[config.mk]
export PLATFORM = sky130hd
export DESIGN_NAME = mlc_ctrl
export DESIGN_NICKNAME = d
export VERILOG_FILES = /design/src/mlc_pkg.sv /design/src/mlc_ctrl.sv
export SDC_FILE = /design/constraint.sdc
export NUM_CORES = 1
export LEC_CHECK = 0
export ABC_AREA = 1
export ABC_CLOCK_PERIOD_IN_PS = 1500
export BUFFER_PORTS_ARGS = -buffer_cell sky130_fd_sc_hd__buf_2
export CAP_MARGIN = 20
export CORE_AREA = 2 2 39 41
export DETAILED_ROUTE_END_ITERATION = 12
export DIE_AREA = 0 0 41 43
export GPL_TIMING_DRIVEN = 0
export PLACE_DENSITY = 0.46
export SLEW_MARGIN = 5
export SYNTH_ARGS = -nofsm -noshare
export SYNTH_HDL_FRONTEND = slang
export SYNTH_SLANG_ARGS = --single-unit
[constraint.sdc]
create_clock -name i_clk -period 1.5 [get_ports i_clk]
set_clock_uncertainty 0.2 [all_clocks]
set_input_delay 0.075 -clock i_clk [delete_from_list [all_inputs] [get_ports i_clk]]
set_output_delay 0.075 -clock i_clk [all_outputs]
set_load 0.01 [all_outputs]
[src/mlc_pkg.sv]
// Shared types and constants for the metrics LRU cache unit.
// No dependencies; every other file in src/ refers to it by scoped names.
package mlc_pkg;

    localparam int CAPACITY_DEF  = 32;
    localparam int PAYLOAD_W_DEF = 64;

    localparam int FIELD_W = 16;
    localparam int KEY_W   = 3 * FIELD_W;
    localparam int TICK_W  = 32;
    localparam int MAX_W   = 6;
    localparam int SLOT_W  = 5;
    localparam int OCC_W   = 6;

    localparam logic [MAX_W-1:0] MAX_ENTRIES_RST = 6'd32;

    // Register index as decoded from paddr[2].
    localparam logic REG_MAX_ENTRIES = 1'b0;

    typedef enum logic [1:0] {
        CMD_LOOKUP = 2'd0,
        CMD_INSERT = 2'd1,
        CMD_FLUSH  = 2'd2,
        CMD_NOP    = 2'd3
    } t_cmd;

    typedef enum logic [2:0] {
        ST_IDLE,
        ST_SCAN,
        ST_SCAN_LAST,
        ST_DECIDE,
        ST_SWEEP,
        ST_SWEEP_LAST,
        ST_RESP
    } t_state;

    // Controller to datapath commands.
    typedef struct packed {
        logic take;
        logic scan_rd;
        logic sweep_rd;
        logic decide;
        logic finish;
    } t_dp_cmd;

    // Datapath to controller status.
    typedef struct packed {
        logic addr_last;
        logic need_sweep;
    } t_dp_status;

    // Result fields apart from the payload word.
    typedef struct packed {
        logic              hit;
        logic              evicted;
        logic [SLOT_W-1:0] slot;
        logic [OCC_W-1:0]  occupancy;
    } t_result;

endpackage

[src/mlc_ctrl.sv]
// Sequencing state machine of the metrics LRU cache unit.
// Depends on mlc_pkg for the state, command and status types.
module mlc_ctrl (
    input  logic                i_clk,
    input  logic                i_rst_n,
    input  logic                i_in_valid,
    input  mlc_pkg::t_cmd       i_cmd,
    input  logic                i_out_free,
    input  mlc_pkg::t_dp_status i_status,
    output logic                o_in_ready,
    output mlc_pkg::t_dp_cmd    o_ctl
);

    mlc_pkg::t_state r_state;
    mlc_pkg::t_state n_state;

    always_ff @(posedge i_clk) begin
        if (!i_rst_n) begin
            r_state <= mlc_pkg::ST_IDLE;
        end else begin
            r_state <= n_state;
        end
    end

    always_comb begin
        n_state = r_state;
        unique case (r_state)
            mlc_pkg::ST_IDLE: begin
                if (i_in_valid) begin
                    if (i_cmd inside {mlc_pkg::CMD_LOOKUP, mlc_pkg::CMD_INSERT}) begin
                        n_state = mlc_pkg::ST_SCAN;
                    end else begin
                        n_state = mlc_pkg::ST_DECIDE;
                    end
                end
            end
            mlc_pkg::ST_SCAN: begin
                if (i_status.addr_last) begin
                    n_state = mlc_pkg::ST_SCAN_LAST;
                end
            end
            mlc_pkg::ST_SCAN_LAST: begin
                n_state = mlc_pkg::ST_DECIDE;
            end
            mlc_pkg::ST_DECIDE: begin
                n_state = i_status.need_sweep ? mlc_pkg::ST_SWEEP : mlc_pkg::ST_RESP;
            end
            mlc_pkg::ST_SWEEP: begin
                if (i_status.addr_last) begin
                    n_state = mlc_pkg::ST_SWEEP_LAST;
                end
            end
            mlc_pkg::ST_SWEEP_LAST: begin
                n_state = mlc_pkg::ST_RESP;
            end
            mlc_pkg::ST_RESP: begin
                if (i_out_free) begin
                    n_state = mlc_pkg::ST_IDLE;
                end
            end
            default: begin
                n_state = mlc_pkg::ST_IDLE;
            end
        endcase
    end

    always_comb begin
        o_ctl      = '0;
        o_in_ready = 1'b0;
        unique case (r_state)
            mlc_pkg::ST_IDLE: begin
                o_in_ready = 1'b1;
                o_ctl.take = i_in_valid;
            end
            mlc_pkg::ST_SCAN: begin
                o_ctl.scan_rd = 1'b1;
            end
            mlc_pkg::ST_SCAN_LAST: begin
                o_ctl = '0;
            end
            mlc_pkg::ST_DECIDE: begin
                o_ctl.decide = 1'b1;
            end
            mlc_pkg::ST_SWEEP: begin
                o_ctl.sweep_rd = 1'b1;
            end
            mlc_pkg::ST_SWEEP_LAST: begin
                o_ctl = '0;
            end
            mlc_pkg::ST_RESP: begin
                o_ctl.finish = i_out_free;
            end
            default: begin
                o_ctl = '0;
            end
        endcase
    end

endmodule

==> results of run 1 <==
cell usage after synthesis:
library cell  instances
nand2_4               2
buf_6                 1
nor3_1                2
inv_1                11
inv_2                 3
nand2_1              11
nand3_1               6
nor2_1                7
a21oi_2               1
nor2_2                1
o21ai_0               1
nand2_2               4
dfxtp_1               3
layout by cell type, fill, tap and decap left out, drive strengths merged:
cell | netlist | routed
inv | 14 | 14
nor2 | 8 | 8
o21ai | 1 | 1
nand3 | 6 | 6
nor3 | 2 | 2
nand2 | 17 | 17
dlygate4sd3 | 0 | 1
buf | 1 | 13
clkbuf | 0 | 4
dfxtp | 3 | 3
a21oi | 1 | 1
area by class of cell:
| cell class | instances | area (um^2) | area share |
|---|---|---|---|
| Multi-Input combinational cell | 35 | 185 | 0.433 |
| Timing Repair Buffer | 13 | 70.1 | 0.164 |
| Sequential cell | 3 | 62.6 | 0.146 |
| Inverter | 14 | 52.6 | 0.123 |
| Clock buffer | 4 | 26.3 | 0.0614 |
| Tap cell | 16 | 20.0 | 0.0468 |
| Buffer | 1 | 11.3 | 0.0263 |
cells by family after synthesis:
kind of cell,share of synthesized area
buffers and inverters,0.213
AOI/OAI and AO/OA,0.0460
DFF,0.201
and+or+nand+nor,0.540
worst max-delay path: cells and delay by family (launching register included):
kind / cells / cell delay (ns)
and+or+nand+nor: 2 / 0.28
DFF: 1 / 0.37
buffers and inverters: 2 / 0.23
power by group through the flow:
stage / Combinational (mW) / Sequential, mW / Clock (mW)
detailed placement: 0.459 / 0.178 / 0
finish: 0.469 / 0.194 / 0.142
global route: 0.546 / 0.200 / 0.159
global placement: 0.457 / 0.179 / 0
CTS: 0.462 / 0.176 / 0.149
floorplan: 0.355 / 0.159 / 0
per-stage QoR:
step	hold slack (ns)	cells	util
floorplan	-0.00346	53	-
global placement	0.132	81	0.274
detailed placement	0.136	81	0.274
CTS	0.0477	86	0.300
global route	0.0721	86	0.309
finish	0.0498	86	0.309
metal layers:
metal | global-route usage | share of wire | vias to the layer above
li1 | - | - | 189
met1 | 0.131 | 0.55 | 131
met2 | 0.103 | 0.37 | 14
met4 | 0.0400 | 0 | 0
met5 | 0 | 0 | -
met3 | 0.0471 | 0.071 | 0
worst max-delay path by stage:
stage | startpoint | endpoint | slack (ns)
finish | r_state[0]$_SDFFE_PN0P_ | o_ctl[4] | 0.12
global route | r_state[2]$_SDFFE_PN0P_ | r_state[1]$_SDFFE_PN0P_ | 0.02
CTS | r_state[0]$_SDFFE_PN0P_ | o_ctl[4] | 0.02
detailed placement | r_state[0]$_SDFFE_PN0P_ | r_state[1]$_SDFFE_PN0P_ | 0.12
global placement | r_state[0]$_SDFFE_PN0P_ | r_state[0]$_SDFFE_PN0P_ | 0.12
floorplan | r_state[2]$_SDFFE_PN0P_ | r_state[0]$_SDFFE_PN0P_ | 0.25
repair_timing:
item                                    CTS  global route
endpoints found under the setup margin    0             5
gates resized for setup                   0             4
endpoints found under the hold margin     3             0
hold buffers                              1             0
==> impl_metrics.tcl, run 1 <==
set metrics [dict create \
    numPortBuffers 12 \
    powerDensity_nw_per_um2 1880 \
    maxCapViolations 0 \
    regMostFlops "r_state" \
    clock_power_share 0.177 \
    area_growth_pct 43.1 \
    die_y_um 43 \
    synth_seq_cells 3 \
    cts_tree "done" \
    clkTransAtPathRegs_ns 0.04 \
    ys_types 13 \
    hold_path.class "in2reg" \
    vias 334 \
    slowest_delay_ns 0.37 \
    syn_area_um2 299 \
    yosysTopAreaCellShare 0.201 \
    postCtsSetupBuffers 0 \
    grt_overflow 0 \
    dpl_worst_slack_ns 0.121 \
    timing.fmax_mhz 724 \
    synth_area_leaders "dfxtp_1, inv_1, nand2_1, nand3_1, nor2_1" \
    power_mw 0.805 \
    fillerInstances 160 \
    root_buffer "clkbuf_4" \
    hpwl_um 517 \
    finalSetupViolations 0 \
    top_regs "r_state x3" \
    period_share 0.921 \
    min_path_cells 6 \
    antenna_found_initial 0 \
    outcome "finished, final reports clean" \
    clockBufferDepth 2 \
    endpoint_kind "output port" \
    worst_slack_ns 0.119 \
    cp.required_ns 1.22 \
    ir_drop_mv 0.380 \
    crit_type "reg2out" \
    holdPathEnd "r_state[2]$_SDFFE_PN0P_" \
    reg2reg_from "r_state[2]$_SDFFE_PN0P_" \
    fp.dieW_um 41 \
    stdcell_area_um2 428 \
    initial_core_util 0.216 \
    synth-seq-area-share 0.201 \
    p_comb_frac 0.583 \
    r2r_setup_slack_ns 0.17 \
    grt_start_max_net_pins 9 \
    rsz0062_at_grt "false" \
    drt_pass1_iterations 4 \
    rows 14 \
    grt_pass1_wl_mm 1.06 \
    postRouteAntennaNets 0 \
    finalHoldViolations 0 \
    synth_area_per_cell_um2 5.64 \
    relSlewSlack 0.868 \
    syn-num-nets 61 \
    hp-start "i_status[1]" \
    switching_share 0.486 \
    syn_inst 53 \
    start_kind "flip-flop" \
    largest_reg_flops 3 \
    wirelength_um 701 \
    htreeDepth 1 \
    clock_latency_ns 0.23 \
    worstReg2RegEnd "r_state[1]$_SDFFE_PN0P_" \
    crit_slowest_cell "dfxtp_2" \
    leakage_nw 0.271 \
    antenna_cells 0 \
    period_needed_ns 1.38 \
    gp_congestion 0.676 \
    p_switching_mw 0.391 \
    cp_cell_sequence "nor2_4 -> inv_1 -> nor3_1 -> buf_2" \
    drv_slew 0 \
    grt_use_total 0.0891 \
    cts_made_buffers 3 \
    worst_pin_slew_ns 0.198 \
    placed_area_um2 379 \
    drt_iter0_drc 7 \
    grt_pass1_vias 264 \
    drc 0 \
    clock-sinks 3 \
    p_int_mw 0.414 \
    io_pins 14 \
    core_region_area_um2 1380 \
    finalNetCount 79 \
    drive_gt1_frac 0.429 \
    post_drt_wl_per_cell_um 8.15 \
    worstPathArrival_ns 1.11 \
    finalSetupTns_ns 0 \
    synth_warnings 0 \
    dieArea_um2 1760 \
    path_max_fanout 7 \
    synth_largest_area_cell "dfxtp_1" \
    seqPwrFrac 0.240 \
    rr_worst_depth 9 \
    viasPerCell 3.88 \
]
No activity file was read; power rests on OpenSTA's default activity.
==> run 2, diff against run 1 <==
--- a/config.mk
+++ b/config.mk
@@ -9,11 +9,13 @@
 export ABC_CLOCK_PERIOD_IN_PS = 1500
 export BUFFER_PORTS_ARGS = -buffer_cell sky130_fd_sc_hd__buf_2
 export CAP_MARGIN = 20
-export CORE_AREA = 2 2 39 41
+export CELL_PAD_IN_SITES_DETAIL_PLACEMENT = 1
+export CELL_PAD_IN_SITES_GLOBAL_PLACEMENT = 2
+export CORE_MARGIN = 1.5
+export CORE_UTILIZATION = 19
 export DETAILED_ROUTE_END_ITERATION = 12
-export DIE_AREA = 0 0 41 43
 export GPL_TIMING_DRIVEN = 0
-export PLACE_DENSITY = 0.46
+export PLACE_DENSITY = 0.72
 export SLEW_MARGIN = 5
 export SYNTH_ARGS = -nofsm -noshare
 export SYNTH_HDL_FRONTEND = slang
==> constraint.sdc (replaced) <==
create_clock -name i_clk -period 1.5 [get_ports i_clk]
set_clock_uncertainty 0.2 [all_clocks]
set_input_delay 0.075 -clock i_clk [delete_from_list [all_inputs] [get_ports i_clk]]
set_output_delay 0.075 -clock i_clk [all_outputs]
set_load 0.02 [all_outputs]
==> run 2 against run 1 <==
Compared with the run above: worst setup slack worse by 0.013 ns; total power is 4.7% higher; clock power hardly changed; largest cell class unchanged; global-route usage is 0.057 points lower; fmax is 0.90% lower; non-clock buffer count stayed put; wire length is 2.4% higher; design area is 1.2% lower; critical path depth stayed put; utilization is 2.5 points lower; critical path type unchanged; cell count stayed put; highest routed layer unchanged.
==> impl_metrics.tcl, run 2 (synthesis results as in run 1) <==
set metrics [dict create \
    postRouteAntennaNets 0 \
    p_int_mw 0.410 \
    regMostFlops "r_state" \
    htreeDepth 1 \
    ir_drop_mv 0.418 \
    top_regs "r_state x3" \
    vias 357 \
    rr_worst_depth 9 \
    r2r_setup_slack_ns 0.15 \
    finalHoldViolations 0 \
    slowest_delay_ns 0.37 \
    maxCapViolations 0 \
    p_switching_mw 0.432 \
    drt_pass1_iterations 3 \
    antenna_cells 0 \
    finalSetupViolations 0 \
    timing.fmax_mhz 717 \
    crit_path_end "o_ctl[4]" \
    clock_power_share 0.164 \
    finalSetupTns_ns 0 \
    rows 14 \
    cp_cell_sequence "nor2_4 -> inv_1 -> nor3_1 -> buf_2" \
    wirelength_um 718 \
    core_region_area_um2 1490 \
    crit_slowest_cell "dfxtp_2" \
    crit_buf_inv 2 \
    post_drt_wl_per_cell_um 8.35 \
    final_cell_mix "buf_2, inv_1, nand2_1" \
    io_pins 14 \
    cts_tree "done" \
    drt_iter0_drc 4 \
    endpoint_kind "output port" \
    hpwl_um 576 \
    final_common_cell "buf_2" \
    crit_type "reg2out" \
    numPortBuffers 12 \
    grt_pass1_wl_mm 1.24 \
    cp-startpoint "r_state[0]$_SDFFE_PN0P_" \
    seqPwrFrac 0.228 \
    worstReg2RegEnd "r_state[1]$_SDFFE_PN0P_" \
    postCtsSetupBuffers 0 \
    hold_path.class "in2reg" \
    finalNetCount 79 \
    viasPerCell 4.15 \
    cp.depth 4 \
    switching_share 0.513 \
    grt_pass1_vias 346 \
    initial_core_util 0.201 \
    reg2reg_from "r_state[2]$_SDFFE_PN0P_" \
    path_max_fanout 7 \
    cts_made_buffers 3 \
    antenna_found_initial 0 \
    grt_overflow 0 \
    p_comb_frac 0.607 \
    relSlewSlack 0.875 \
    gp_congestion 0.756 \
    die_y_um 42.7 \
    clkTransAtPathRegs_ns 0.04 \
    clock_latency_ns 0.23 \
    grt_start_max_net_pins 9 \
    dieArea_um2 1820 \
    clockBufferDepth 2 \
    fp.dieW_um 42.7 \
    cp.required_ns 1.22 \
    grt_use_total 0.0885 \
    drc 0 \
    start_kind "flip-flop" \
    clock-sinks 3 \
    powerDensity_nw_per_um2 1990 \
    largest_reg_flops 3 \
    worstPathArrival_ns 1.12 \
    root_buffer "clkbuf_4" \
    outcome "finished, final reports clean" \
    leakage_nw 0.269 \
    drive_gt1_frac 0.414 \
    period_needed_ns 1.39 \
    crit_family "flip-flops" \
    period_share 0.929 \
    rsz0062_at_grt "false" \
    area_growth_pct 41.4 \
    worst_pin_slew_ns 0.188 \
    drv_slew 0 \
    fillerInstances 210 \
    holdWs_ns 0.0462 \
]
[run 2: worst min-delay path by stage]
stage,slack [ns],end,cells past startpoint,startpoint
2_1_floorplan,-0.003,r_state[2]$_SDFFE_PN0P_,2,i_rst_n
3_3_place_gp,0.13,r_state[2]$_SDFFE_PN0P_,3,i_rst_n
6_report,0.05,r_state[2]$_SDFFE_PN0P_,6,i_status[1]
4_1_cts,0.04,r_state[2]$_SDFFE_PN0P_,6,i_status[1]
3_5_place_dp,0.13,r_state[2]$_SDFFE_PN0P_,3,i_rst_n
5_1_grt,0.08,r_state[2]$_SDFFE_PN0P_,6,i_status[1]
[run 2: routing by layer]
layer	GRT usage	vias to the layer above	part of all wire
met4	0.0750	0	0
li1	-	191	-
met1	0.104	161	0.46
met3	0	0	0.019
met5	0	-	0
met2	0.148	5	0.52
[run 2: area by class of cell]
| class | count | area, um^2 | share of cell area |
|---|---|---|---|
| Sequential cell | 3 | 62.6 | 0.148 |
| Timing Repair Buffer | 13 | 70.1 | 0.166 |
| Clock buffer | 4 | 26.3 | 0.0621 |
| Multi-Input combinational cell | 35 | 180 | 0.426 |
| Tap cell | 16 | 20.0 | 0.0473 |
| Inverter | 14 | 52.6 | 0.124 |
| Buffer | 1 | 11.3 | 0.0266 |
[run 2: repair_timing]
item / 4_1_cts / 5_1_grt
hold buffers: 1 / 0
endpoints found under the setup margin: 1 / 4
hold endpoints to repair: 3 / 0
resized for setup: 1 / 2
[run 2: worst register-to-register path, cell delays in order (launching register included)]
cell and delay [ns]:
dfxtp_1 0.30, buf_6 0.13, inv_1 0.11, nand3_1 0.11
nand2_2 0.10, nand2_4 0.06, nand2_4 0.07, inv_2 0.03
nor2_1 0.08, nor2_1 0.04
[run 2: power groups by stage]
stage | Sequential (mW) | Clock, mW | Combinational (mW)
after detailed placement | 0.179 | 0 | 0.510
after global routing | 0.199 | 0.146 | 0.574
final | 0.192 | 0.139 | 0.512
after floorplan | 0.159 | 0 | 0.399
after global placement | 0.180 | 0 | 0.505
after CTS | 0.186 | 0.145 | 0.521
[run 2: metrics by stage]
step                      cells  cell area (um^2)   util  power (mW)  worst slack (ns)
final                        86               423  0.284       0.842             0.106
after detailed placement     81               379  0.255       0.689             0.100
after global routing         86               423  0.284       0.919            0.0192
after floorplan              53               299      -       0.558             0.171
after CTS                    86               420  0.282       0.853            0.0165
after global placement       81               379  0.255       0.685             0.106
==> run 3, diff against run 2 <==
--- a/config.mk
+++ b/config.mk
@@ -14,8 +14,9 @@
 export CORE_MARGIN = 1.5
 export CORE_UTILIZATION = 19
 export DETAILED_ROUTE_END_ITERATION = 12
-export GPL_TIMING_DRIVEN = 0
+export GPL_TIMING_DRIVEN = 1
 export PLACE_DENSITY = 0.72
+export RECOVER_POWER = 100
 export SLEW_MARGIN = 5
 export SYNTH_ARGS = -nofsm -noshare
 export SYNTH_HDL_FRONTEND = slang
==> run 3 against run 2 <==
Compared with the run above: total power increased by 2.2%; via count is 1.1% higher; first-iteration DRC count is 25% lower; design area grew 0.89%; utilization increased by 0.25 points; sequential share of layout area increased by 0.16 points; sequential cell count stayed put.
==> impl_metrics.tcl, run 3 (synthesis results as in run 1) <==
set metrics [dict create \
    outcome "finished, final reports clean" \
    final_common_cell "nand2_1" \
    powerDensity_nw_per_um2 2020 \
    largest_reg_flops 3 \
    grt_overflow 0 \
    start_kind "flip-flop" \
    io_pins 14 \
    post_drt_wl_per_cell_um 10.1 \
    drt_pass1_iterations 2 \
    path_max_fanout 7 \
    worstReg2RegEnd "r_state[0]$_SDFFE_PN0P_" \
    wirelength_um 888 \
    grt_start_max_net_pins 8 \
    cts_tree "done" \
    clkTransAtPathRegs_ns 0.04 \
    fp.dieW_um 42.7 \
    drv_slew 0 \
    drc 0 \
    antenna_cells 0 \
    root_buffer "clkbuf_4" \
    grt_pass1_vias 367 \
    crit_type "reg2out" \
    reg2reg_from "r_state[2]$_SDFFE_PN0P_" \
    cp.required_ns 1.22 \
    stdcell_area_um2 427 \
    antenna_found_initial 0 \
    period_share 0.956 \
    clockBufferDepth 2 \
    hpwl_um 654 \
    core_region_area_um2 1490 \
    initial_core_util 0.201 \
    grt_pass1_wl_mm 1.46 \
    maxCapViolations 0 \
    r2r_setup_slack_ns 0.14 \
    grt_use_total 0.109 \
    rr_worst_depth 8 \
    crit_family "flip-flops" \
    drt_iter0_drc 3 \
    dieArea_um2 1820 \
    rows 14 \
    crit_path_end "o_ctl[0]" \
    htreeDepth 1 \
    finalNetCount 81 \
    numPortBuffers 12 \
    die_y_um 42.7 \
    top_regs "r_state x3" \
    postRouteAntennaNets 0 \
    final_cell_mix "nand2_1, inv_1, buf_2" \
    placed_area_um2 390 \
    drive_gt1_frac 0.417 \
    hold_path.class "in2reg" \
    rsz0062_at_grt "false" \
    worst_pin_slew_ns 0.249 \
    clock_latency_ns 0.24 \
    slowest_delay_ns 0.41 \
    viasPerCell 4.10 \
    period_needed_ns 1.43 \
    endpoint_kind "output port" \
    leakage_nw 0.273 \
    worstPathArrival_ns 1.16 \
    cp-startpoint "r_state[2]$_SDFFE_PN0P_" \
    ir_drop_mv 0.444 \
    finalHoldViolations 0 \
    crit_slowest_cell "dfxtp_2" \
    timing.fmax_mhz 697 \
    cts_made_buffers 3 \
    regMostFlops "r_state" \
    holdWs_ns 0.0478 \
    area_growth_pct 42.7 \
    gp_congestion 0.749 \
    clock-sinks 3 \
    vias 361 \
    cp.depth 4 \
    crit_buf_inv 2 \
    relSlewSlack 0.835 \
    cp_cell_sequence "nand2_2 -> buf_4 -> nor3_1 -> buf_2" \
    postCtsSetupBuffers 0 \
    finalSetupViolations 0 \
]
## run 3: cell types whose count changed in the layout (fill, tap and decap cells not counted)
cell and delta:
buf_4 +3, dfxtp_1 -1, clkbuf_1 +1, dfxtp_2 +1, buf_2 -3, clkbuf_2 +2
buf_6 -1, nand2_1 +1, nand2_4 -1
## run 3: worst min path at each step
stage | cells after the start | start | to | slack (ns)
6_report | 6 | i_status[1] | r_state[1]$_SDFFE_PN0P_ | 0.05
5_1_grt | 6 | i_status[1] | r_state[2]$_SDFFE_PN0P_ | 0.08
2_1_floorplan | 2 | i_rst_n | r_state[2]$_SDFFE_PN0P_ | -0.003
3_5_place_dp | 3 | i_rst_n | r_state[2]$_SDFFE_PN0P_ | 0.14
4_1_cts | 6 | i_status[1] | r_state[2]$_SDFFE_PN0P_ | 0.05
3_3_place_gp | 3 | i_rst_n | r_state[2]$_SDFFE_PN0P_ | 0.13
## run 3: layout make-up
type	count	area (um^2)
fill	203	1060
multi-input combinational	35	173
timing repair buffer	16	91.3
sequential	3	63.8
inverter	14	52.6
clock buffer	4	26.3
tap	16	20.0
## run 3: power breakdown
part / total, mW / internal (mW) / switching, mW
clock: 0.151 / 0.100 / 0.0503
combinational: 0.509 / 0.188 / 0.321
sequential: 0.201 / 0.122 / 0.0793
total: 0.861 / 0.411 / 0.450
## run 3: stage by stage
step	setup TNS, ns	utilization	power [mW]	setup slack [ns]	instances
CTS	-0.00748	0.287	0.869	-0.00748	88
detailed placement	0	0.262	0.710	0.0611	83
floorplan	0	-	0.558	0.171	53
finish	0	0.287	0.861	0.0653	88
global placement	0	0.262	0.703	0.0783	83
global route	0	0.287	0.943	0.00880	88
## run 3: per-layer routing
| metal | wire [um] | GRT usage |
|---|---|---|
| met5 | 0 | 0 |
| met4 | 13 | 0.0750 |
| met3 | 10 | 0.0128 |
| met2 | 474 | 0.209 |
| met1 | 389 | 0.104 |
## run 3: worst register-to-register path, delay by kind of cell, from the launching register on
family                 cells  cell delay, ns
buffers and inverters      2            0.17
and+or+nand+nor            6            0.52
DFF                        1            0.36
## run 3: what timing repair did
item                                    4_1_cts  5_1_grt
endpoints found under the setup margin        2        7
resized for setup                             1        3
hold buffers                                  1        0
pin swaps                                     0        1
hold endpoints to repair                      3        0
